===== src/rtl/core/acmac_pkg.sv =====
// ----------------------------------------------------------------------------
// acmac_pkg
// Shared types, constants and AES helper functions for the CMAC tag engine.
// ----------------------------------------------------------------------------
package acmac_pkg;

    localparam int QueueDepthDefault = 2;
    localparam logic [7:0] PadByte   = 8'h80;
    localparam logic [7:0] DoubleRed = 8'h87;
    localparam logic [4:0] BlockBytes = 5'd16;
    localparam logic [3:0] LastRound  = 4'd10;

    typedef enum logic [1:0] {
        CMD_ABSORB   = 2'd0,
        CMD_FINAL_K1 = 2'd1,
        CMD_FINAL_K2 = 2'd2
    } cmd_kind_t;

    typedef struct packed {
        cmd_kind_t    kind;
        logic [127:0] blk;
    } cmd_t;

    typedef struct packed {
        logic full;
        logic empty;
    } q_flags_t;

    typedef enum logic [1:0] {
        ST_IDLE   = 2'd0,
        ST_DERIVE = 2'd1,
        ST_CRYPT  = 2'd2
    } back_state_t;

    localparam logic [7:0] SBOX [256] = '{
        8'h63,8'h7c,8'h77,8'h7b,8'hf2,8'h6b,8'h6f,8'hc5,8'h30,8'h01,8'h67,8'h2b,8'hfe,8'hd7,8'hab,8'h76,
        8'hca,8'h82,8'hc9,8'h7d,8'hfa,8'h59,8'h47,8'hf0,8'had,8'hd4,8'ha2,8'haf,8'h9c,8'ha4,8'h72,8'hc0,
        8'hb7,8'hfd,8'h93,8'h26,8'h36,8'h3f,8'hf7,8'hcc,8'h34,8'ha5,8'he5,8'hf1,8'h71,8'hd8,8'h31,8'h15,
        8'h04,8'hc7,8'h23,8'hc3,8'h18,8'h96,8'h05,8'h9a,8'h07,8'h12,8'h80,8'he2,8'heb,8'h27,8'hb2,8'h75,
        8'h09,8'h83,8'h2c,8'h1a,8'h1b,8'h6e,8'h5a,8'ha0,8'h52,8'h3b,8'hd6,8'hb3,8'h29,8'he3,8'h2f,8'h84,
        8'h53,8'hd1,8'h00,8'hed,8'h20,8'hfc,8'hb1,8'h5b,8'h6a,8'hcb,8'hbe,8'h39,8'h4a,8'h4c,8'h58,8'hcf,
        8'hd0,8'hef,8'haa,8'hfb,8'h43,8'h4d,8'h33,8'h85,8'h45,8'hf9,8'h02,8'h7f,8'h50,8'h3c,8'h9f,8'ha8,
        8'h51,8'ha3,8'h40,8'h8f,8'h92,8'h9d,8'h38,8'hf5,8'hbc,8'hb6,8'hda,8'h21,8'h10,8'hff,8'hf3,8'hd2,
        8'hcd,8'h0c,8'h13,8'hec,8'h5f,8'h97,8'h44,8'h17,8'hc4,8'ha7,8'h7e,8'h3d,8'h64,8'h5d,8'h19,8'h73,
        8'h60,8'h81,8'h4f,8'hdc,8'h22,8'h2a,8'h90,8'h88,8'h46,8'hee,8'hb8,8'h14,8'hde,8'h5e,8'h0b,8'hdb,
        8'he0,8'h32,8'h3a,8'h0a,8'h49,8'h06,8'h24,8'h5c,8'hc2,8'hd3,8'hac,8'h62,8'h91,8'h95,8'he4,8'h79,
        8'he7,8'hc8,8'h37,8'h6d,8'h8d,8'hd5,8'h4e,8'ha9,8'h6c,8'h56,8'hf4,8'hea,8'h65,8'h7a,8'hae,8'h08,
        8'hba,8'h78,8'h25,8'h2e,8'h1c,8'ha6,8'hb4,8'hc6,8'he8,8'hdd,8'h74,8'h1f,8'h4b,8'hbd,8'h8b,8'h8a,
        8'h70,8'h3e,8'hb5,8'h66,8'h48,8'h03,8'hf6,8'h0e,8'h61,8'h35,8'h57,8'hb9,8'h86,8'hc1,8'h1d,8'h9e,
        8'he1,8'hf8,8'h98,8'h11,8'h69,8'hd9,8'h8e,8'h94,8'h9b,8'h1e,8'h87,8'he9,8'hce,8'h55,8'h28,8'hdf,
        8'h8c,8'ha1,8'h89,8'h0d,8'hbf,8'he6,8'h42,8'h68,8'h41,8'h99,8'h2d,8'h0f,8'hb0,8'h54,8'hbb,8'h16
    };

    function automatic logic [7:0] xt(input logic [7:0] x);
        return {x[6:0], 1'b0} ^ (x[7] ? 8'h1b : 8'h00);
    endfunction

    function automatic logic [7:0] rcon(input logic [3:0] rnd);
        logic [7:0] r;
        unique case (rnd)
            4'd1:    r = 8'h01;
            4'd2:    r = 8'h02;
            4'd3:    r = 8'h04;
            4'd4:    r = 8'h08;
            4'd5:    r = 8'h10;
            4'd6:    r = 8'h20;
            4'd7:    r = 8'h40;
            4'd8:    r = 8'h80;
            4'd9:    r = 8'h1b;
            4'd10:   r = 8'h36;
            default: r = 8'h00;
        endcase
        return r;
    endfunction

    // next round key, byte 0 in the top bits
    function automatic logic [127:0] key_expand(input logic [127:0] rk, input logic [7:0] rc);
        logic [31:0] tmp;
        logic [31:0] w0, w1, w2, w3;
        tmp = {SBOX[rk[23:16]] ^ rc, SBOX[rk[15:8]], SBOX[rk[7:0]], SBOX[rk[31:24]]};
        w0 = rk[127:96] ^ tmp;
        w1 = rk[95:64] ^ w0;
        w2 = rk[63:32] ^ w1;
        w3 = rk[31:0] ^ w2;
        return {w0, w1, w2, w3};
    endfunction

    // sub bytes, shift rows and, unless final, mix columns
    function automatic logic [127:0] aes_round(input logic [127:0] s, input logic final_rnd);
        logic [7:0] t [16];
        logic [7:0] a0, a1, a2, a3, all;
        logic [127:0] r;
        for (int i = 0; i < 16; i++) begin
            t[i] = SBOX[s[127 - 8 * ((i % 4) + 4 * (((i / 4) + (i % 4)) % 4)) -: 8]];
        end
        if (!final_rnd) begin
            for (int c = 0; c < 4; c++) begin
                a0 = t[4 * c];
                a1 = t[4 * c + 1];
                a2 = t[4 * c + 2];
                a3 = t[4 * c + 3];
                all = a0 ^ a1 ^ a2 ^ a3;
                t[4 * c]     = a0 ^ all ^ xt(a0 ^ a1);
                t[4 * c + 1] = a1 ^ all ^ xt(a1 ^ a2);
                t[4 * c + 2] = a2 ^ all ^ xt(a2 ^ a3);
                t[4 * c + 3] = a3 ^ all ^ xt(a3 ^ a0);
            end
        end
        for (int i = 0; i < 16; i++) begin
            r[127 - 8 * i -: 8] = t[i];
        end
        return r;
    endfunction

endpackage


===== src/rtl/core/acmac_queue.sv =====
// ----------------------------------------------------------------------------
// acmac_queue
// Small command queue between the byte packer and the cipher side.
// ----------------------------------------------------------------------------
module acmac_queue #(
    parameter int Depth = acmac_pkg::QueueDepthDefault
) (
    input  logic                clk,
    input  logic                rst_n,
    input  logic                push,
    input  acmac_pkg::cmd_t     push_cmd,
    input  logic                pop,
    output acmac_pkg::cmd_t     head,
    output acmac_pkg::q_flags_t flags
);
    import acmac_pkg::*;

    localparam int PtrW = (Depth > 1) ? $clog2(Depth) : 1;
    localparam int CntW = $clog2(Depth + 1);

    cmd_t            mem_reg [Depth];
    logic [PtrW-1:0] wr_reg, wr_next, rd_reg, rd_next;
    logic [CntW-1:0] cnt_reg, cnt_next;
    logic            do_push, do_pop;

    assign flags.full  = (cnt_reg == CntW'(Depth));
    assign flags.empty = (cnt_reg == '0);
    assign do_push     = push && !flags.full;
    assign do_pop      = pop && !flags.empty;
    assign head        = mem_reg[rd_reg];

    always_comb
    begin
        wr_next  = wr_reg;
        rd_next  = rd_reg;
        cnt_next = cnt_reg;
        if (do_push)
            wr_next = (wr_reg == PtrW'(Depth - 1)) ? '0 : wr_reg + 1'b1;
        if (do_pop)
            rd_next = (rd_reg == PtrW'(Depth - 1)) ? '0 : rd_reg + 1'b1;
        if (do_push && !do_pop)
            cnt_next = cnt_reg + 1'b1;
        else if (do_pop && !do_push)
            cnt_next = cnt_reg - 1'b1;
    end

    always_ff @(posedge clk or negedge rst_n)
    begin
        if (!rst_n) begin
            wr_reg  <= '0;
            rd_reg  <= '0;
            cnt_reg <= '0;
        end else begin
            wr_reg  <= wr_next;
            rd_reg  <= rd_next;
            cnt_reg <= cnt_next;
        end
    end

    always_ff @(posedge clk)
    begin
        if (do_push)
            mem_reg[wr_reg] <= push_cmd;
    end

endmodule


===== config.mk =====
export PLATFORM = sky130hd
export DESIGN_NAME = acmac_queue
export DESIGN_NICKNAME = d
export VERILOG_FILES = /design/src/rtl/core/acmac_pkg.sv /design/src/rtl/core/acmac_queue.sv
export SDC_FILE = /design/constraint.sdc
export NUM_CORES = 1
export LEC_CHECK = 0
export ABC_AREA = 1
export BUFFER_PORTS_ARGS = -buffer_cell sky130_fd_sc_hd__buf_2
export CORE_MARGIN = 2
export CORE_UTILIZATION = 40
export CTS_CLUSTER_SIZE = 25
export DETAILED_ROUTE_END_ITERATION = 7
export GPL_ROUTABILITY_DRIVEN = 0
export GPL_TIMING_DRIVEN = 0
export PLACE_DENSITY = 0.71
export SYNTH_ARGS = -nofsm -noshare
export SYNTH_HDL_FRONTEND = slang
export SYNTH_SLANG_ARGS = --single-unit

===== constraint.sdc =====
create_clock -name clk -period 14.4 [get_ports clk]
set_input_delay 2.16 -clock clk [delete_from_list [all_inputs] [get_ports clk]]
set_output_delay 2.16 -clock clk [all_outputs]
set_load 0.05 [all_outputs]

After elaboration in Yosys (flattened, before gate mapping)
Memories as Yosys holds them, arrays and structs flattened.
Index checks and enable logic that the tools add are counted.
{"block": "op_classes", "n_addsub": 4, "mul": 0, "div_mod_pow": 0, "order_cmp": 0, "n_eq_ne": 1, "shift": 0, "mux": 6, "bitwise_logic": 0, "reduce_logical": 10}
{"operator": "$logic_and A1 B1 Y1", "count": 4}
{"operator": "$logic_not A1 Y1", "count": 4}
{"operator": "$mux W1", "count": 4}
{"operator": "$mux W2", "count": 2}
{"operator": "$add A1 B1 Y1 const B", "count": 2}
{"operator": "$add A2 B1 Y2 const B", "count": 1}
{"operator": "$eq A2 B2 Y1 const B", "count": 1}
{"operator": "$logic_not A2 Y1", "count": 1}
{"operator": "$reduce_bool A2 Y1", "count": 1}
{"operator": "$sub A2 B1 Y2 const B", "count": 1}
{"block": "word_totals", "regBits": 4, "latchBits": 0, "ram_bits": 260, "romBits": 0, "inputBits": 134, "output_inout_bits": 132, "wordCells": 25, "mem_count": 1}
{"name": "mem_reg", "words": 2, "word_bits": 130, "read_ports": 1, "rd_clocked_by_memory_dff": 0, "write_ports": 1, "line": "acmac_queue.sv:21", "rtl": "cmd_t mem_reg [Depth];"}

Depth between registers and ports, before layout
Gate-level depths: netlist of run 1.
{"block": "logic_depth", "word_depth": 7, "mapped_depth": 9, "mapped_depth_nobuf": 9}

Least setup slack after synthesis of run 1
No wires, ideal clock.
{"block": "synth_timing", "kind": "input port to flip-flop", "from": "in push", "to": "mem mem_reg[1][0] (netlist name), enable pin", "setup_ns": 0.621, "arrival_time_ns": 7.667, "required_ns": 13.779, "path_slack_ns": 6.113, "cell_stages": 2, "n_path_buf": 0, "path_cell_list": "o21ai_0 > nor2_1"}
{"block": "synth_via", "elab_chain_len": 3}
{"item": "start: declaration", "line": "acmac_queue.sv:10", "rtl": "input logic push,"}
{"item": "$logic_and A1 B1 Y1", "line": "acmac_queue.sv:28", "rtl": "assign do_push = push && !flags.full;"}
{"item": "$mux W1", "line": "acmac_queue.sv:62", "rtl": "if (do_push)"}
{"item": "$mux W1 (implied by the code)", "line": "acmac_queue.sv:63", "rtl": "mem_reg[wr_reg] <= push_cmd;"}
{"item": "end: declaration", "line": "acmac_queue.sv:21"}
Every way passes these cells.

==> flow_summary.json, run 1 <==
{
  "grt_pass1_vias": 6244,
  "ys_async_sr_fraction": 0.0152,
  "hold_depth": 2,
  "critical_path.endpoint_type": "primary output",
  "cp_data_arrival_time_ps": 1960,
  "syn-num-nets": 846,
  "synth_top_area_cell": "edfxtp_1",
  "synthTopCellsByArea": "edfxtp_1 (80%), nand2_1 (15%), buf_6 (1.2%)",
  "ctsResizeCount": 0,
  "via_count": 6117,
  "clk_pin_slew_ps": 60,
  "status": "complete, no violations",
  "holdPathEnd": "wr_reg$_DFFE_PN0P_",
  "grt_util_all_layers": 0.157,
  "synth-adder-area-share": 0.00129,
  "start_util": 0.403,
  "use_met3": 0.0527,
  "relSlewSlack": 0.609,
  "clk_path_buf_depth": 3,
  "worst_setup_path_start_kind": "flop",
  "finalHoldViolCount": 0,
  "fin_skew_ps": 10.8,
  "r2r_setup_slack_ps": 12280,
  "synthTopCellsByCount": "nand2_1 (399), edfxtp_1 (260), buf_2 (17), buf_6 (10), inv_1 (7)",
  "syn_area_um2": 9720,
  "wl_per_cell_um": 14.9,
  "slowest_delay_ps": 320,
  "reg2reg_from": "cnt_reg[1]$_DFFE_PN0P_",
  "critical_path_class": "reg2out",
  "drt_iter0_drc": 382,
  "cp_top_family": "buffers and inverters",
  "tritoncts": "yes",
  "yosys.area_share.simple": 0.158,
  "grt-busiest-layer": "met2",
  "postSynthCellCount": 711,
  "rows": 57,
  "viasPerCell": 4.51,
  "synth_top_family_by_area": "simple AND/OR/NAND/NOR gates",
  "muxShareOfSynthArea": 0,
  "synth_top_area_share": 0.804,
  "synth_cell_types": 15,
  "worst-slew-pin-transition_ps": 586,
  "reg2reg_depth": 6,
  "largest_reg_flops": 260,
  "met2_usage": 0.277,
  "syn_avg_cell_area_um2": 13.7,
  "finalSetupTns_ps": 0,
  "yosysSeqAreaShare": 0.814,
  "setup_violations": 0,
  "die_h_um": 160,
  "dp.final_hpwl_mm": 13.7,
  "crit_required_ps": 12240,
  "ctsHoldBuffers": 0,
  "clock_latency_ps": 520,
  "wirelength_mm": 20.2,
  "rsz0062_at_grt": "false",
  "grt_overflow": 0,
  "cts_buffers": 27,
  "slowest_stage": "dfrtp_1",
  "yosys_warnings": 0,
  "fill_cells": 2043,
  "die_area_um2": 25600,
  "max_freq_mhz": 243,
  "synth-compound-area-share": 0.00103,
  "syn_to_final_growth_pct": 28.3,
  "max_cap_violations": 0,
  "antenna_found_initial": 4,
  "drtPass1Iterations": 4,
  "synth-edff-count": 260,
  "synth-seq-cells": 264,
  "drive_above_1_share": 0.334,
  "post_cts_buffers": 0,
  "hold_class": "reg2reg",
  "ys.flop_type": "edfxtp_1",
  "period_needed_ps": 4120,
  "fin_crit_sh": 0.286,
  "fin_nets": 1145,
  "reg2reg_to": "mem_reg[0][18]$_DFFE_PP_",
  "worstPathMaxFanout": 10,
  "numPortBuffers": 265,
  "worstHoldStart": "wr_reg$_DFFE_PN0P_",
  "grt_pass1_wl_mm": 31.7,
  "slew_violations": 0,
  "ant_nets": 0,
  "root_buffer": "clkbuf_16",
  "die_w_um": 160,
  "grt_start_max_net_pins": 74,
  "synth_xor_area_frac": 0.000901,
  "met1_usage": 0.182,
  "drc": 0,
  "ioPinCount": 266,
  "core_um2": 24100,
  "htreeDepth": 1,
  "numClockSinks": 264,
  "yosysMostFrequentCell": "nand2_1",
  "path_cells": "buf_4, buf_4, buf_2, nand2_1, nand2_1, buf_2",
  "path_buf_inv": 4
}
## cells in the final DEF (no fill, tap or decap), types with 3 or more instances in the layout
| cell | Yosys | routed |
|---|---|---|
| dfrtp_1 | 4 | 4 |
| buf_2 | 17 | 282 |
| clkinv_2 | 0 | 5 |
| clkinv_4 | 0 | 3 |
| inv_1 | 7 | 6 |
| nand2_1 | 399 | 399 |
| buf_6 | 10 | 10 |
| bufinv_16 | 0 | 3 |
| clkbuf_8 | 0 | 3 |
| nor2_1 | 4 | 3 |
| clkbuf_1 | 0 | 6 |
| edfxtp_1 | 260 | 260 |
| buf_12 | 0 | 4 |
| clkbuf_16 | 0 | 27 |
## metal layers
metal  share of wire  vias to the layer above
met3           0.089                       38
met4           0.024                        4
li1                -                     3011
met1            0.39                     2850
met5          0.0015                        -
met2            0.50                      214
## metrics by stage
step	util	setup slack [ps]	cells	hold slack [ps]	area [µm²]
floorplan	-	6110	711	449	9720
global placement	0.475	2700	1300	465	11400
detailed placement	0.480	10500	1305	482	11600
CTS	0.517	10210	1355	499	12500
global route	0.517	10150	1355	533	12500
finish	0.517	10280	1357	494	12500
## worst max-delay path by stage
stage	from	end	slack, ps	depth (start not counted)
CTS	rd_reg$_DFFE_PN0P_	head[66]	10210	6
floorplan	push	mem_reg[1][0]$_DFFE_PP_	6110	2
global placement	push	mem_reg[1][34]$_DFFE_PP_	2700	3
global route	rd_reg$_DFFE_PN0P_	head[68]	10150	6
detailed placement	push	mem_reg[0][28]$_DFFE_PP_	10500	6
finish	rd_reg$_DFFE_PN0P_	head[66]	10280	6
## worst register-to-register path: stages (launching register included)
cell     delay [ps]
dfrtp_1         400
inv_1           100
nor2_1           60
nor2_1          150
nand2_1         150
inv_6           440
buf_16          370
## area by class of cell
cell class	count	area, µm²	share of cell area
diodes	2	5.00	0.000401
plain buffers	29	213	0.0171
clock buffers	36	739	0.0593
clock inverters	14	158	0.0126
inverters	8	37.5	0.00301
multi-input cells	410	1570	0.126
flip-flops and latches	264	7910	0.634
well taps	324	405	0.0325
repair buffers	270	1430	0.115
## kinds of logic after synthesis
group	Yosys count
AOI/OAI and AO/OA	2
xor gates and xnor gates	1
adders and majority gates	1
buffers and inverters	37
DFF	264
and+or+nand+nor	406
Power of run 1 is not shown: default switching activity piles up to over one toggle a cycle in this logic, so the estimate is an artifact.
==> run 2, diff against run 1 <==
==> constraint.sdc (replaced) <==
create_clock -name clk -period 4.2 [get_ports clk]
set_input_delay 0.63 -clock clk [delete_from_list [all_inputs] [get_ports clk]]
set_output_delay 0.63 -clock clk [all_outputs]
set_load 0.05 [all_outputs]
==> flow_summary.json, run 2 (synthesis results as in run 1) <==
{
  "dp.final_hpwl_mm": 14.0,
  "path_cells": "buf_4, buf_4, buf_2, nand2_1, nand2_1, buf_2",
  "status": "complete, no violations",
  "max_freq_mhz": 389,
  "grt_overflow": 0,
  "final_common_cell": "nand2_1",
  "drive_above_1_share": 0.334,
  "fin_ws_ps": 1630,
  "viasPerCell": 4.53,
  "total_power_mw": 11.0,
  "tritoncts": "yes",
  "grt_start_max_net_pins": 89,
  "fin_skew_ps": 13.7,
  "placed_cell_area_um2": 11600,
  "finalSetupTns_ps": 0,
  "ioPinCount": 266,
  "hold_ws_ps": 287,
  "finalHoldViolCount": 0,
  "die_w_um": 160,
  "pre_cts_slack_ps": 1850,
  "slew_violations": 0,
  "dr_wl_met3_mm": 1.82,
  "ctsResizeCount": 0,
  "max_cap_violations": 0,
  "root_buffer": "clkbuf_16",
  "numClockSinks": 264,
  "stdcell_area_um2": 12500,
  "grt_pass1_vias": 6271,
  "die_h_um": 160,
  "numPortBuffers": 265,
  "wl_per_cell_um": 15.3,
  "fin_util": 0.517,
  "vdd_drop_max_mv": 0.506,
  "drtPass1Iterations": 4,
  "antenna_found_initial": 3,
  "relSlewSlack": 0.508,
  "drc": 0,
  "drt_iter0_drc": 387,
  "worstPathMaxFanout": 10,
  "fin_nets": 1146,
  "rsz0062_at_grt": "false",
  "crit_required_ps": 3570,
  "fin_crit_sh": 0.612,
  "top_layer": "met4",
  "hold_class": "in2reg",
  "final_cell_mix": "nand2_1 (399), buf_2 (282), edfxtp_1 (260), clkbuf_16 (27), buf_6 (10)",
  "fin_cells": 1358,
  "worst_setup_path_start_kind": "flop",
  "via_count": 6150,
  "critical_path.endpoint_type": "primary output",
  "wirelength_mm": 20.8,
  "route.met2.wl_mm": 10.2,
  "period_needed_ps": 2570,
  "clock_latency_ps": 530,
  "grt_pass1_wl_mm": 31.8,
  "rows": 57,
  "met1_length_mm": 8.24,
  "core_um2": 24100,
  "clk_path_buf_depth": 3,
  "path_buf_inv": 4,
  "start_util": 0.403,
  "cp_top_family": "buffers and inverters",
  "r2r_setup_slack_ps": 2060,
  "clk_pin_slew_ps": 60,
  "setup_violations": 0,
  "ctsHoldBuffers": 1,
  "critical_path_class": "reg2out",
  "post_cts_buffers": 0,
  "die_area_um2": 25600,
  "powerDensity_nw_per_um2": 880,
  "p_leak_nw": 5.38,
  "cts_buffers": 27,
  "htreeDepth": 1,
  "dp.cells": 1305,
  "largest_reg_flops": 260,
  "cp_data_arrival_time_ps": 1940,
  "ant_nets": 0,
  "slowest_stage": "dfrtp_1",
  "grt_util_all_layers": 0.158,
  "syn_to_final_growth_pct": 28.2,
  "worst-slew-pin-transition_ps": 737,
  "slowest_delay_ps": 320
}
run 2: changes by cell type in the layout (fill, tap and decap cells not counted):
| cell | before | now |
|---|---|---|
| clkbuf_1 | 6 | 1 |
| clkinv_1 | 2 | 6 |
| clkinvlp_4 | 0 | 4 |
| clkbuf_8 | 3 | 0 |
| clkinv_2 | 5 | 7 |
| clkinv_4 | 3 | 1 |
| buf_12 | 4 | 3 |
| buf_16 | 1 | 2 |
| diode_2 | 2 | 3 |
| dlygate4sd3_1 | 0 | 1 |
| inv_6 | 2 | 1 |
run 2: layout make-up:
| type | count | area [µm²] |
|---|---|---|
| buffer | 29 | 213 |
| clock buffer | 28 | 679 |
| inverter | 8 | 37.5 |
| sequential | 264 | 7910 |
| timing repair buffer | 271 | 1450 |
| tap | 324 | 405 |
| clock inverter | 21 | 186 |
| antenna | 3 | 7.51 |
| fill | 2047 | 11600 |
| multi-input combinational | 410 | 1570 |
run 2: report_power, final:
| group | switching, mW | internal (mW) | total, mW |
|---|---|---|---|
| combinational | 3.91 | 1.02 | 4.93 |
| sequential | 0.129 | 3.59 | 3.71 |
| clock | 0.962 | 1.36 | 2.32 |
| total | 5.00 | 5.96 | 11.0 |
run 2: worst reg2reg max path, delay by kind of cell (launching register included):
kind	cells	cell delay, ps
and+or+nand+nor	3	380
buffers and inverters	3	890
DFF	1	400
run 2: worst paths after layout:
check,cells past startpoint,from,to
hold / removal,1,push_cmd[72],mem_reg[1][72]$_DFFE_PP_
min in group asynchronous,2,rst_n,cnt_reg[0]$_DFFE_PN0P_
setup / recovery,6,rd_reg$_DFFE_PN0P_,head[70]
hold reg to reg,2,wr_reg$_DFFE_PN0P_,wr_reg$_DFFE_PN0P_
max in group asynchronous,2,rst_n,rd_reg$_DFFE_PN0P_
setup reg to reg,6,cnt_reg[1]$_DFFE_PN0P_,mem_reg[0][69]$_DFFE_PP_
run 2: per-layer routing:
layer	up-vias	GRT usage
li1	3008	-
met1	2888	0.187
met2	210	0.274
met3	44	0.0512
met4	0	0.0471
met5	-	0
(Power assumes the default switching activity.)
