[src/rtl/core/acmac_pkg.sv]
// ----------------------------------------------------------------------------
// acmac_pkg
// Shared types, constants and AES helper functions for the CMAC tag engine.
// ----------------------------------------------------------------------------
package acmac_pkg;

    localparam int QueueDepthDefault = 2;
    localparam logic [7:0] PadByte   = 8'h80;
    localparam logic [7:0] DoubleRed = 8'h87;
    localparam logic [4:0] BlockBytes = 5'd16;
    localparam logic [3:0] LastRound  = 4'd10;

    typedef enum logic [1:0] {
        CMD_ABSORB   = 2'd0,
        CMD_FINAL_K1 = 2'd1,
        CMD_FINAL_K2 = 2'd2
    } cmd_kind_t;

    typedef struct packed {
        cmd_kind_t    kind;
        logic [127:0] blk;
    } cmd_t;

    typedef struct packed {
        logic full;
        logic empty;
    } q_flags_t;

    typedef enum logic [1:0] {
        ST_IDLE   = 2'd0,
        ST_DERIVE = 2'd1,
        ST_CRYPT  = 2'd2
    } back_state_t;

    localparam logic [7:0] SBOX [256] = '{
        8'h63,8'h7c,8'h77,8'h7b,8'hf2,8'h6b,8'h6f,8'hc5,8'h30,8'h01,8'h67,8'h2b,8'hfe,8'hd7,8'hab,8'h76,
        8'hca,8'h82,8'hc9,8'h7d,8'hfa,8'h59,8'h47,8'hf0,8'had,8'hd4,8'ha2,8'haf,8'h9c,8'ha4,8'h72,8'hc0,
        8'hb7,8'hfd,8'h93,8'h26,8'h36,8'h3f,8'hf7,8'hcc,8'h34,8'ha5,8'he5,8'hf1,8'h71,8'hd8,8'h31,8'h15,
        8'h04,8'hc7,8'h23,8'hc3,8'h18,8'h96,8'h05,8'h9a,8'h07,8'h12,8'h80,8'he2,8'heb,8'h27,8'hb2,8'h75,
        8'h09,8'h83,8'h2c,8'h1a,8'h1b,8'h6e,8'h5a,8'ha0,8'h52,8'h3b,8'hd6,8'hb3,8'h29,8'he3,8'h2f,8'h84,
        8'h53,8'hd1,8'h00,8'hed,8'h20,8'hfc,8'hb1,8'h5b,8'h6a,8'hcb,8'hbe,8'h39,8'h4a,8'h4c,8'h58,8'hcf,
        8'hd0,8'hef,8'haa,8'hfb,8'h43,8'h4d,8'h33,8'h85,8'h45,8'hf9,8'h02,8'h7f,8'h50,8'h3c,8'h9f,8'ha8,
        8'h51,8'ha3,8'h40,8'h8f,8'h92,8'h9d,8'h38,8'hf5,8'hbc,8'hb6,8'hda,8'h21,8'h10,8'hff,8'hf3,8'hd2,
        8'hcd,8'h0c,8'h13,8'hec,8'h5f,8'h97,8'h44,8'h17,8'hc4,8'ha7,8'h7e,8'h3d,8'h64,8'h5d,8'h19,8'h73,
        8'h60,8'h81,8'h4f,8'hdc,8'h22,8'h2a,8'h90,8'h88,8'h46,8'hee,8'hb8,8'h14,8'hde,8'h5e,8'h0b,8'hdb,
        8'he0,8'h32,8'h3a,8'h0a,8'h49,8'h06,8'h24,8'h5c,8'hc2,8'hd3,8'hac,8'h62,8'h91,8'h95,8'he4,8'h79,
        8'he7,8'hc8,8'h37,8'h6d,8'h8d,8'hd5,8'h4e,8'ha9,8'h6c,8'h56,8'hf4,8'hea,8'h65,8'h7a,8'hae,8'h08,
        8'hba,8'h78,8'h25,8'h2e,8'h1c,8'ha6,8'hb4,8'hc6,8'he8,8'hdd,8'h74,8'h1f,8'h4b,8'hbd,8'h8b,8'h8a,
        8'h70,8'h3e,8'hb5,8'h66,8'h48,8'h03,8'hf6,8'h0e,8'h61,8'h35,8'h57,8'hb9,8'h86,8'hc1,8'h1d,8'h9e,
        8'he1,8'hf8,8'h98,8'h11,8'h69,8'hd9,8'h8e,8'h94,8'h9b,8'h1e,8'h87,8'he9,8'hce,8'h55,8'h28,8'hdf,
        8'h8c,8'ha1,8'h89,8'h0d,8'hbf,8'he6,8'h42,8'h68,8'h41,8'h99,8'h2d,8'h0f,8'hb0,8'h54,8'hbb,8'h16
    };

    function automatic logic [7:0] xt(input logic [7:0] x);
        return {x[6:0], 1'b0} ^ (x[7] ? 8'h1b : 8'h00);
    endfunction

    function automatic logic [7:0] rcon(input logic [3:0] rnd);
        logic [7:0] r;
        unique case (rnd)
            4'd1:    r = 8'h01;
            4'd2:    r = 8'h02;
            4'd3:    r = 8'h04;
            4'd4:    r = 8'h08;
            4'd5:    r = 8'h10;
            4'd6:    r = 8'h20;
            4'd7:    r = 8'h40;
            4'd8:    r = 8'h80;
            4'd9:    r = 8'h1b;
            4'd10:   r = 8'h36;
            default: r = 8'h00;
        endcase
        return r;
    endfunction

    // next round key, byte 0 in the top bits
    function automatic logic [127:0] key_expand(input logic [127:0] rk, input logic [7:0] rc);
        logic [31:0] tmp;
        logic [31:0] w0, w1, w2, w3;
        tmp = {SBOX[rk[23:16]] ^ rc, SBOX[rk[15:8]], SBOX[rk[7:0]], SBOX[rk[31:24]]};
        w0 = rk[127:96] ^ tmp;
        w1 = rk[95:64] ^ w0;
        w2 = rk[63:32] ^ w1;
        w3 = rk[31:0] ^ w2;
        return {w0, w1, w2, w3};
    endfunction

    // sub bytes, shift rows and, unless final, mix columns
    function automatic logic [127:0] aes_round(input logic [127:0] s, input logic final_rnd);
        logic [7:0] t [16];
        logic [7:0] a0, a1, a2, a3, all;
        logic [127:0] r;
        for (int i = 0; i < 16; i++) begin
            t[i] = SBOX[s[127 - 8 * ((i % 4) + 4 * (((i / 4) + (i % 4)) % 4)) -: 8]];
        end
        if (!final_rnd) begin
            for (int c = 0; c < 4; c++) begin
                a0 = t[4 * c];
                a1 = t[4 * c + 1];
                a2 = t[4 * c + 2];
                a3 = t[4 * c + 3];
                all = a0 ^ a1 ^ a2 ^ a3;
                t[4 * c]     = a0 ^ all ^ xt(a0 ^ a1);
                t[4 * c + 1] = a1 ^ all ^ xt(a1 ^ a2);
                t[4 * c + 2] = a2 ^ all ^ xt(a2 ^ a3);
                t[4 * c + 3] = a3 ^ all ^ xt(a3 ^ a0);
            end
        end
        for (int i = 0; i < 16; i++) begin
            r[127 - 8 * i -: 8] = t[i];
        end
        return r;
    endfunction

endpackage

[src/rtl/core/acmac_front.sv]
// ----------------------------------------------------------------------------
// acmac_front
// Packs message bytes into 16-byte blocks and issues block commands.
// ----------------------------------------------------------------------------
module acmac_front (
    input  logic               clk,
    input  logic               rst_n,
    input  logic               in_valid,
    output logic               in_ready,
    input  logic [7:0]         in_byte,
    input  logic               in_last,
    input  logic               in_nodata,
    input  acmac_pkg::q_flags_t q_flags,
    output logic               q_push,
    output acmac_pkg::cmd_t    q_cmd
);
    import acmac_pkg::*;

    logic [127:0] buf_reg, buf_next;
    logic [4:0]   fill_reg, fill_next;
    logic         pend_reg, pend_next;
    logic         accept;
    logic [3:0]   pos;
    logic [127:0] ins_buf;
    logic [4:0]   ins_cnt;

    function automatic cmd_t make_final(input logic [127:0] b, input logic [4:0] cnt);
        cmd_t c;
        for (int i = 0; i < 16; i++) begin
            if (5'(i) < cnt)
                c.blk[127 - 8 * i -: 8] = b[127 - 8 * i -: 8];
            else if (5'(i) == cnt)
                c.blk[127 - 8 * i -: 8] = PadByte;
            else
                c.blk[127 - 8 * i -: 8] = 8'h00;
        end
        c.kind = (cnt == BlockBytes) ? CMD_FINAL_K1 : CMD_FINAL_K2;
        return c;
    endfunction

    assign in_ready = !pend_reg && !q_flags.full;
    assign accept   = in_valid && in_ready;
    // a full block is flushed when the next byte arrives, so the byte lands at 0
    assign pos      = (fill_reg == BlockBytes) ? 4'd0 : fill_reg[3:0];
    assign ins_cnt  = {1'b0, pos} + 5'd1;

    always_comb
    begin
        for (int i = 0; i < 16; i++) begin
            ins_buf[127 - 8 * i -: 8] = (pos == 4'(i)) ? in_byte : buf_reg[127 - 8 * i -: 8];
        end
    end

    always_comb
    begin
        buf_next  = buf_reg;
        fill_next = fill_reg;
        pend_next = pend_reg;
        q_push    = 1'b0;
        q_cmd     = make_final(buf_reg, fill_reg);
        if (pend_reg) begin
            if (!q_flags.full) begin
                q_push    = 1'b1;
                fill_next = 5'd0;
                pend_next = 1'b0;
            end
        end else if (accept) begin
            if (!in_nodata) begin
                buf_next  = ins_buf;
                fill_next = ins_cnt;
                if (fill_reg == BlockBytes) begin
                    q_push     = 1'b1;
                    q_cmd.kind = CMD_ABSORB;
                    q_cmd.blk  = buf_reg;
                    pend_next  = in_last;
                end else if (in_last) begin
                    q_push    = 1'b1;
                    q_cmd     = make_final(ins_buf, ins_cnt);
                    fill_next = 5'd0;
                end
            end else if (in_last) begin
                q_push    = 1'b1;
                fill_next = 5'd0;
            end
        end
    end

    always_ff @(posedge clk or negedge rst_n)
    begin
        if (!rst_n) begin
            fill_reg <= 5'd0;
            pend_reg <= 1'b0;
        end else begin
            fill_reg <= fill_next;
            pend_reg <= pend_next;
        end
    end

    always_ff @(posedge clk)
    begin
        buf_reg <= buf_next;
    end

endmodule

[config.mk]
export PLATFORM = sky130hd
export DESIGN_NAME = acmac_front
export DESIGN_NICKNAME = d
export VERILOG_FILES = /design/src/rtl/core/acmac_pkg.sv /design/src/rtl/core/acmac_front.sv
export SDC_FILE = /design/constraint.sdc
export NUM_CORES = 1
export LEC_CHECK = 0
export BUFFER_PORTS_ARGS = -buffer_cell sky130_fd_sc_hd__buf_2
export CORE_MARGIN = 2
export CORE_UTILIZATION = 50
export DETAILED_ROUTE_END_ITERATION = 6
export HOLD_SLACK_MARGIN = 0.1
export PLACE_DENSITY = 0.69
export SETUP_SLACK_MARGIN = 0.02
export SLEW_MARGIN = 20
export SYNTH_ARGS = -nofsm -noshare
export SYNTH_HDL_FRONTEND = slang
export SYNTH_SLANG_ARGS = --single-unit
export TNS_END_PERCENT = 10
[constraint.sdc]
create_clock -name clk -period 6.25 [get_ports clk]
set_input_delay 0.3125 -clock clk [delete_from_list [all_inputs] [get_ports clk]]
set_output_delay 0.3125 -clock clk [all_outputs]
set_load 0.01 [all_outputs]
### Yosys cells after proc, flatten, opt, wreduce, memory -nomap -nowiden

Index checks and enable logic that the tools add are counted.

| word-level totals | value |
|---|---|
| bits of input ports | 15 |
| flip-flop bits (word level) | 134 |

| operators by class | value |
|---|---|
| reductions and logical operators | 10 |
| add/sub/neg operators | 1 |
| $lt $le $gt $ge | 32 |
| muxes and demuxes | 106 |
| bitwise gates (word level) | 2 |
| equal/unequal tests | 49 |

Operator list:

| cell | number |
|---|---|
| two-way mux 130 bit | 5 |
| two-way mux 8 bit | 80 |
| equality test 4 x 5 -> 1 bit, first input constant | 16 |
| less-than comparator 4 x 5 -> 1 bit, first input constant | 16 |
| equality test 3 x 5 -> 1 bit, first input constant | 8 |
| less-than comparator 3 x 5 -> 1 bit, first input constant | 8 |
| two-way mux 5 bit | 7 |
| equality test 4 bit, second input constant | 8 |
| equality test 2 x 5 -> 1 bit, first input constant | 4 |
| less-than comparator 1 x 5 -> 1 bit, first input constant | 4 |
| less-than comparator 2 x 5 -> 1 bit, first input constant | 4 |
| equality test 4 x 3 -> 1 bit, second input constant | 4 |
| two-way mux 1 bit | 11 |
| equality test 1 x 5 -> 1 bit, first input constant | 2 |
| equality test 5 bit, second input constant | 2 |
| logical NOT 5 bit | 2 |
| equality test 4 x 2 -> 1 bit, second input constant | 2 |
| AND reduction 3 bit | 2 |
| adder 4 x 1 -> 5 bit, second input constant | 1 |
| equality test 4 x 1 -> 1 bit, second input constant | 1 |
| logical NOT 4 bit | 1 |
| two-way mux 2 bit | 2 |
| two-way mux 4 bit | 1 |
| != test 3 x 2 -> 1 bit, second input constant | 1 |
| other kinds (5) | 8 |

### Longest topological paths before layout

Gate-level depths: netlist of the first run.

| depth | value |
|---|---|
| depth after elaboration | 11 |
| mapped depth | 11 |
| gate-level depth less buffers | 7 |

### Worst setup path after synthesis of the first run

No wires, ideal clock.

| path | value |
|---|---|
| path kind | reg2out |
| start point | reg pend_reg |
| end point | out q_cmd[106] (netlist name) |
| stages on the path, launching flop included | 6 |
| path buffers | 2 |
| required time | 5.938 ns |
| slack | 0.482 ns |
| arrival time | 5.455 ns |
| cells stage by stage | dfrtp_1 > or4b_1 > buf_2 > inv_2 > buf_1 > a32o_1 |

RTL lines:

| what | RTL line | source |
|---|---|---|
| start, declared | acmac_front.sv:21 | `logic pend_reg, pend_next;` |
| start signal, assigned | acmac_front.sv:95 | `pend_reg <= pend_next;` |
| end, declared | acmac_front.sv:15 | `output acmac_pkg::cmd_t q_cmd` |

==> results of run 1 <==
timing repair:
item                                   CTS  global route
hold buffers                             1             0
setup endpoints to repair                0             0
endpoints found under the hold margin    6             0
cells by family (layout without fill, tap and decap cells):
kind of cell               after synthesis  count (layout)
AOI/OAI and AO/OA                      236             236
xor gates and xnor gates                 2               2
adders and majority gates                5               5
buffers and inverters                   76             195
DFF                                    134             134
muxes                                  115             115
and+or+nand+nor                        225             225
power by group through the flow:
stage	sequential, mW	combinational, mW	clock, mW
after floorplan	1.05	0.299	0
after global placement	1.06	0.413	0
after detailed placement	1.06	0.415	0
after CTS	1.04	0.419	1.04
after global routing	1.05	0.456	1.08
final	1.04	0.427	1.03
layout make-up:
class,count,area [um^2]
Multi-Input combinational cell,583,4208
Tap cell,220,275.3
Sequential cell,134,3994
Inverter,11,46.29
Fill cell,1439,6681
Clock buffer,22,444.2
Timing Repair Buffer,152,780.7
Clock inverter,10,153.9
cells in the final DEF, fill, tap and decap left out, types with 4 or more instances in the layout:
cell type  instances
clkbuf_1           5
edfxtp_1         128
o211ai_1           6
clkinv_1           5
o2bb2ai_1          9
a32o_1            21
mux2_2           111
buf_4              6
dfrtp_1            6
inv_1              8
and2_1             7
a2bb2o_1           9
ha_1               5
nand3_1           26
bufinv_16          4
or3_1              4
nand2_1          108
nor2_1            30
a22o_1            72
mux2i_1            4
nand2b_1           7
clkbuf_16         17
nand4_1            6
buf_2            145
o22ai_1            7
a21oi_1           23
a31oi_1            8
nor3_1            16
o21ai_0           38
a211oi_1           4
o21ai_1            7
path summary, 6_finish.rpt:
| kind | end | slack [ns] | depth (start not counted) |
|---|---|---|---|
| max | q_cmd[80] | 1.50 | 8 |
| min | pend_reg | 0.15 | 3 |
| max reg2reg | buf_reg[96] | 3.18 | 5 |
| min reg2reg | buf_reg[102] | 0.56 | 2 |
| max in group asynchronous | fill_reg[4] | 5.87 | 2 |
| min in group asynchronous | pend_reg | 0.24 | 2 |
worst max-delay path, cell delays in order (launching register included):
cell and delay [ns]:
dfrtp_1 0.90, clkinv_1 0.59, ha_1 0.74, a21boi_0 0.28, a2bb2o_1 0.30, a22o_1 0.23
nor3_1 0.58, a22o_1 0.25, buf_2 0.14
metrics by stage:
stage	instances	power (mW)	setup WS (ns)	cell area, um^2	hold WS [ns]
6_report	1132	2.502	1.498	9902	0.1504
5_1_grt	1132	2.584	1.174	9902	0.2256
4_1_cts	1132	2.505	1.576	9894	0.1393
3_5_place_dp	1099	1.476	2.031	9286	0.1432
3_3_place_gp	1099	1.473	1.986	9286	0.1443
2_1_floorplan	793	1.349	0.4824	8489	0.01691
per-layer routing:
layer / vias up / global-route usage / wire length, um / share of wire
met2: 378 / 0.4181 / 11290 / 0.45
met5: - / 0 / 0 / 0
met4: 0 / 0.1082 / 801 / 0.032
met1: 3579 / 0.3781 / 10640 / 0.43
li1: 3302 / - / - / -
met3: 76 / 0.06765 / 2171 / 0.087
==> results.py, run 1 <==
metrics = {
    "floorplanning": {
        "dieArea_mm2": 0.01804,
        "ios": 147,
        "die_w_um": 134.3,
        "start_util": 0.5119,
        "row_count": 47,
        "core_region_area_mm2": 0.01658,
        "die_y_um": 134.3,
    },
    "final_layout": {
        "final_nets": 919,
        "final_core_util": 0.5971,
        "diodes": 0,
        "drive_gt1_frac": 0.3289,
        "synthToLayoutAreaGrowth_pct": 16.64,
        "largest_reg_flops": 128,
    },
    "placement": {
        "hpwl_um": 15930,
        "port-buffer-count": 145,
        "routabilityCongestion": 0.9606,
    },
    "routing": {
        "vias_per_cell": 6.480,
        "wl_um": 24910,
        "drt-initial-drc-count": 918,
        "wl_per_cell_um": 22.00,
        "antenna_left": 0,
        "dr.pass1.iters": 6,
        "drc": 0,
        "vias": 7335,
    },
    "clocking": {
        "cts_sinks": 134,
        "root_buffer": "clkbuf_16",
        "clk_pin_slew_ns": 0.06,
        "insertion_delay_ns": 0.42,
        "clockBufferDepth": 2,
        "numCtsBuffers": 17,
        "ctsResizeCount": 0,
        "tritoncts": "built",
        "cts_setup_buffers": 0,
        "h-tree-depth": 4,
    },
    "logic_synthesis": {
        "netlist_area_mm2": 0.008489,
        "synth_seq_cells": 134,
        "yosysTopAreaCellShare": 0.4528,
        "async_flop_share": 0.04478,
        "synthMuxAreaShare": 0.1520,
        "synth_compound_area_frac": 0.2131,
        "synth_top_family_by_area": "compound AO/OA/AOI/OAI gates",
        "ys.warnings.count": 0,
        "synth-seq-area-share": 0.4704,
        "synth.most_common_cell": "edfxtp_1",
        "syn-num-nets": 813,
        "synth_top_area_cell": "edfxtp_1",
        "netlist_instances": 793,
        "synth.avg_cell_area_um2": 10.71,
        "synth_area_leaders": "edfxtp_1 (45%), mux2_2 (15%), a22o_1 (7.4%), nand2_1 (4.8%), a32o_1 (2.5%)",
        "ys.flop_type": "edfxtp_1",
        "synthAdderAreaFrac": 0.007369,
        "synth.distinct_cells": 63,
        "synth-edff-count": 128,
        "synth_xor_area_frac": 0.002063,
        "synth-simple-area-share": 0.1203,
        "synth_commonest_cells": "edfxtp_1 (128), mux2_2 (111), nand2_1 (108)",
    },
    "power": {
        "p_comb_frac": 0.171,
        "cellPowerDensity_mw_per_mm2": 252.7,
        "switchingPower_mw": 0.6649,
        "internal_power_mw": 1.838,
        "switching_share": 0.2657,
        "clockPowerShare": 0.412,
        "seqPwrFrac": 0.417,
        "ir_drop_v": 0.0001967,
        "p_leak_nw": 3.879,
    },
    "sta": {
        "setup-tns-final_ns": 0,
        "hold_viol_final": 0,
        "skew_ns": 0.005822,
        "fin_crit_sh": 0.7603,
        "relSlewSlack": 0.3312,
        "fmax_ghz": 0.2105,
        "setup-violations-final": 0,
        "grt_setup_unrepaired": "false",
        "worst_pin_slew_ns": 1.003,
        "slew_violations": 0,
        "period_needed_ns": 4.752,
    },
    "setup_path": {
        "cp.required_ns": 5.94,
        "worstSetupStartpointType": "register",
        "timing.rr.start": "fill_reg[0]",
        "arrival_ns": 4.44,
        "end_kind": "output pin",
        "worstSetupPathType": "reg -> out",
        "crit_start": "fill_reg[0]",
        "cp_max_fo": 27,
    },
    "global_route": {
        "grt_max_degree": 79,
        "grt_pass1_wl_um": 38590,
        "grtUsageTotal": 0.2744,
        "grt_antenna_before_repair": 0,
        "gr-total-overflow": 0,
        "first_global_vias": 6968,
    },
    "outcome": {
        "status": "finished, final reports clean",
    },
    "hold_path": {
        "hold_path_class": "in -> reg",
        "hold_start": "q_flags[1]",
    },
    "run": {
        "cap_violations": 0,
    },
}
Note: power is estimated with default switching activity, not from simulation.
==> run 2, diff against run 1 <==
==> constraint.sdc (replaced) <==
create_clock -name clk -period 4.75 [get_ports clk]
set_input_delay 0.2375 -clock clk [delete_from_list [all_inputs] [get_ports clk]]
set_output_delay 0.2375 -clock clk [all_outputs]
set_load 0.01 [all_outputs]
==> results.py, run 2 (same netlist as run 1, synthesis figures left out) <==
metrics = {
    "power": {
        "cellPowerDensity_mw_per_mm2": 326.4,
        "internal_power_mw": 2.376,
        "switching_share": 0.2716,
        "seqPwrFrac": 0.420,
        "clockPowerShare": 0.403,
        "p_comb_frac": 0.177,
        "finalPower_mw": 3.261,
        "ir_drop_v": 0.0002459,
        "switchingPower_mw": 0.8859,
        "p_leak_nw": 3.944,
    },
    "clocking": {
        "insertion_delay_ns": 0.42,
        "clk_pin_slew_ns": 0.05,
        "numCtsBuffers": 17,
        "tritoncts": "built",
        "clockBufferDepth": 2,
        "h-tree-depth": 4,
        "cts_sinks": 134,
        "root_buffer": "clkbuf_16",
    },
    "placement": {
        "preCtsSetupSlack_ns": 1.349,
        "place_inst": 1112,
        "port-buffer-count": 145,
        "routabilityCongestion": 0.9589,
        "hpwl_um": 16610,
        "place_area_mm2": 0.009384,
    },
    "setup_path": {
        "worstPathCellList": "inv_1 -> ha_1 -> a21boi_0 -> a2bb2o_1 -> a22o_1 -> o22ai_1 -> a22o_1 -> buf_2",
        "cp.required_ns": 4.51,
        "worst-r2r-cell-count": 5,
        "timing.rr.start": "fill_reg[1]",
        "regToRegSetupSlack_ns": 1.87,
        "cpMostUsedCell": "a22o_1",
        "arrival_ns": 3.72,
        "worstSetupStartpointType": "register",
        "worstSetupPathType": "reg -> out",
        "cp_slowest_cell": "dfrtp_1",
        "reg2reg_to": "buf_reg[96]",
        "end_kind": "output pin",
        "cp_max_fo": 22,
        "max_stage_delay_ns": 0.79,
    },
    "sta": {
        "hold_viol_final": 0,
        "relSlewSlack": 0.3542,
        "grt_setup_unrepaired": "false",
        "worst_pin_slew_ns": 0.9687,
        "setup_ws_ns": 0.7909,
        "period_needed_ns": 3.959,
        "skew_ns": 0.01336,
        "setup-tns-final_ns": 0,
        "setup-violations-final": 0,
        "fmax_ghz": 0.2526,
        "fin_crit_sh": 0.8335,
        "slew_violations": 0,
    },
    "floorplanning": {
        "die_y_um": 134.3,
        "ios": 147,
        "row_count": 47,
        "start_util": 0.5119,
        "dieArea_mm2": 0.01804,
        "die_w_um": 134.3,
        "core_region_area_mm2": 0.01658,
    },
    "routing": {
        "wl_per_cell_um": 21.81,
        "antenna_left": 0,
        "drt-initial-drc-count": 645,
        "vias": 7404,
        "vias_per_cell": 6.461,
        "dr.pass1.iters": 5,
        "wl_um": 24990,
        "drc": 0,
    },
    "final_layout": {
        "final_cell_mix": "buf_2 (145), edfxtp_1 (128), mux2_2 (111)",
        "largest_reg_flops": 128,
        "diodes": 0,
        "drive_gt1_frac": 0.3402,
        "finalNonFillerCells": 1146,
        "final_cell_area_mm2": 0.009991,
        "synthToLayoutAreaGrowth_pct": 17.69,
        "fill_cells": 1478,
        "final_common_cell": "buf_2",
        "final_nets": 933,
    },
    "global_route": {
        "grt_max_degree": 78,
        "grtUsageTotal": 0.2773,
        "grt_pass1_wl_um": 39310,
        "grt_antenna_before_repair": 0,
        "gr-total-overflow": 0,
        "first_global_vias": 7185,
    },
    "hold_path": {
        "hold_path_class": "in -> async",
    },
    "run": {
        "cap_violations": 0,
    },
    "outcome": {
        "status": "finished, final reports clean",
    },
}
[run 2: changes by cell type in the layout (fill, tap and decap cells not counted), sizes merged]
cell | previous run | this run
clkinvlp | 0 | 2
bufinv | 4 | 3
buf | 151 | 164
dlygate4sd3 | 1 | 2
inv | 9 | 11
clkbuf | 22 | 19
[run 2: power groups by stage]
stage	clock network (mW)	logic, mW	registers (mW)
floorplan	0	0.394	1.38
global placement	0	0.560	1.39
detailed placement	0	0.564	1.39
CTS	1.33	0.570	1.37
global route	1.38	0.620	1.37
finish	1.32	0.576	1.37
[run 2: worst max-delay path by stage]
stage                      startpoint  slack [ns]         end
final                     fill_reg[1]        0.79   q_cmd[83]
after global routing      fill_reg[1]        0.51   q_cmd[92]
after CTS                  q_flags[1]        0.87   q_cmd[55]
after detailed placement  fill_reg[1]        1.35   q_cmd[83]
after global placement    fill_reg[1]        1.32   q_cmd[92]
after floorplan              pend_reg        1.01  q_cmd[103]
[run 2: stage by stage]
stage / hold WS, ns / utilization
after CTS: 0.1604 / 0.6025
final: 0.1796 / 0.6025
after global placement: 0.07017 / 0.5659
after detailed placement: 0.07293 / 0.5659
after floorplan: -0.05809 / -
after global routing: 0.1891 / 0.6025
[run 2: repair_timing]
action | 4_1_cts | 5_1_grt
gates resized for setup | 0 | 0
buffers inserted | 0 | 0
hold endpoints to repair | 7 | 0
hold buffers | 2 | 0
[run 2: area by class of cell]
class                           count  area, um^2  share of cell area
Multi-Input combinational cell    583        4200              0.4204
Clock inverter                     13       153.9             0.01540
Tap cell                          220       275.3             0.02755
Clock buffer                       19       432.9             0.04333
Inverter                           11       46.29            0.004634
Sequential cell                   134        3994              0.3997
Timing Repair Buffer              166       888.4             0.08892
[run 2: critical path, delay by kind of cell, from the launching register on]
kind | cells | cell delay [ns]
buffers and inverters | 2 | 0.50
flip-flops | 1 | 0.79
adder cells (fa/ha/maj) | 1 | 0.43
AO/OA/AOI/OAI | 5 | 1.57
[run 2: routing by layer]
metal	vias to the layer above	GRT usage	share of wire
met5	-	0	0
met4	0	0.1123	0.028
met3	55	0.05518	0.085
met2	359	0.4286	0.46
met1	3638	0.3839	0.43
li1	3352	-	-
==> run 3, diff against run 2 <==
==> constraint.sdc (replaced) <==
create_clock -name clk -period 3.85 [get_ports clk]
set_input_delay 0.1925 -clock clk [delete_from_list [all_inputs] [get_ports clk]]
set_output_delay 0.1925 -clock clk [all_outputs]
set_load 0.01 [all_outputs]
==> results.py, run 3 (same netlist as run 1, synthesis figures left out) <==
metrics = {
    "setup_path": {
        "cp.required_ns": 3.66,
        "max_stage_delay_ns": 0.74,
        "worst-path-buf-inv": 4,
        "timing.rr.start": "pend_reg",
        "worstSetupStartpointType": "input port",
        "end_kind": "output pin",
        "cp_top_family": "buffers and inverters",
        "cpMostUsedCell": "buf_2",
        "arrival_ns": 3.39,
        "cp_max_fo": 36,
        "cp_slowest_cell": "or4b_1",
        "regToRegSetupSlack_ns": 1.04,
        "path_depth": 9,
        "worstPathCellList": "dlygate4sd3_1 -> buf_2 -> or4b_1 -> a211oi_4 -> buf_4 -> nand2_1 -> o21ai_1 -> a22o_1 -> buf_2",
        "reg2reg_to": "buf_reg[14]",
        "worst-r2r-cell-count": 4,
        "worstSetupPathType": "in -> out",
    },
    "clocking": {
        "numCtsBuffers": 17,
        "cts_sinks": 134,
        "clk_pin_slew_ns": 0.05,
        "clockBufferDepth": 2,
        "root_buffer": "clkbuf_16",
        "tritoncts": "built",
        "h-tree-depth": 4,
        "insertion_delay_ns": 0.43,
    },
    "sta": {
        "skew_ns": 0.01148,
        "setup-violations-final": 0,
        "slew_violations": 0,
        "timing.hold.ws_ns": 0.1205,
        "grt_setup_unrepaired": "false",
        "fin_crit_sh": 0.9305,
        "hold_viol_final": 0,
        "relSlewSlack": 0.4315,
        "setup-tns-final_ns": 0,
        "period_needed_ns": 3.583,
        "fmax_ghz": 0.2791,
        "setup_ws_ns": 0.2674,
        "worst_pin_slew_ns": 0.8463,
    },
    "placement": {
        "place_inst": 1120,
        "hpwl_um": 16620,
        "preCtsSetupSlack_ns": 0.6899,
        "port-buffer-count": 145,
        "routabilityCongestion": 0.9193,
    },
    "final_layout": {
        "diodes": 0,
        "largest_reg_flops": 128,
        "final_nets": 941,
        "synthToLayoutAreaGrowth_pct": 17.79,
        "drive_gt1_frac": 0.3491,
        "fill_cells": 1470,
        "final_common_cell": "buf_2",
        "finalNonFillerCells": 1151,
        "final_cell_mix": "buf_2 (145), edfxtp_1 (128), mux2_2 (111)",
    },
    "outcome": {
        "status": "finished with violations",
        "violations": "DRC",
    },
    "routing": {
        "vias": 7356,
        "wl_per_cell_um": 22.09,
        "vias_per_cell": 6.391,
        "dr.pass1.iters": 7,
        "wl_um": 25420,
        "drt-initial-drc-count": 659,
        "drc": 1,
        "antenna_left": 0,
    },
    "floorplanning": {
        "start_util": 0.5119,
        "die_y_um": 134.3,
        "core_region_area_mm2": 0.01658,
        "row_count": 47,
        "dieArea_mm2": 0.01804,
        "die_w_um": 134.3,
        "ios": 147,
    },
    "power": {
        "ir_drop_v": 0.0003056,
        "p_leak_nw": 3.953,
        "cellPowerDensity_mw_per_mm2": 388.6,
    },
    "global_route": {
        "grt_antenna_before_repair": 0,
        "grt_max_degree": 62,
        "grtUsageTotal": 0.2805,
        "gr-total-overflow": 0,
        "first_global_vias": 7013,
        "grt_pass1_wl_um": 38990,
    },
    "hold_path": {
        "hold_path_class": "in -> async",
    },
    "run": {
        "cap_violations": 0,
    },
}
-- run 3: changes by cell type in the layout (fill, tap and decap cells not counted), sizes merged --
| cell | delta |
|---|---|
| buf | +8 |
| clkinvlp | +1 |
| inv | -2 |
| bufinv | -2 |
-- run 3: final cells by class --
class	instances	area [um^2]	share of cell area
Multi-Input combinational cell	583	4217	0.4217
Timing Repair Buffer	174	948.4	0.09484
Clock buffer	19	432.9	0.04329
Tap cell	220	275.3	0.02753
Clock inverter	10	86.33	0.008634
Inverter	11	46.29	0.004630
Sequential cell	134	3994	0.3994
-- run 3: how the worst max path moves through the flow --
stage,from,slack [ns],to
2_1_floorplan,pend_reg,0.16,q_cmd[103]
6_report,q_flags[1],0.27,q_cmd[75]
4_1_cts,fill_reg[0],0.22,q_cmd[16]
3_5_place_dp,fill_reg[0],0.69,q_cmd[16]
5_1_grt,fill_reg[0],0.03,q_cmd[75]
3_3_place_gp,fill_reg[0],0.71,q_cmd[16]
-- run 3: where the power goes --
| group | internal (mW) | total (mW) | switching, mW |
|---|---|---|---|
| registers | 1.65 | 1.68 | 0.0280 |
| logic | 0.271 | 0.733 | 0.462 |
| clock network | 0.868 | 1.47 | 0.604 |
-- run 3: worst register-to-register path, stage by stage, from the launching register on --
cell and delay [ns]:
dfrtp_1 0.43, or4b_1 0.74, inv_6 0.15, buf_4 0.43
buf_4 0.66
-- run 3: per-layer routing --
layer  vias up  routed length, um  GRT usage
met1      3602              11120     0.3874
met4         0                644     0.1041
met2       349              11670     0.4308
met3        52               1989    0.06727
met5         -                  0          0
li1       3353                  -          -
-- run 3: what timing repair did --
action | 4_1_cts | 5_1_grt
buffers inserted | 0 | 0
hold buffers | 2 | 0
resized for setup | 0 | 2
setup endpoints to repair | 0 | 14
hold endpoints to repair | 7 | 0
-- run 3: per-stage QoR --
step	total power, mW	util	instance area (um^2)
after floorplan	2.187	-	8497
after global placement	2.413	0.5695	9444
after detailed placement	2.418	0.5695	9444
after CTS	3.884	0.6020	9983
after global routing	4.015	0.6030	10000
final	3.886	0.6030	10000
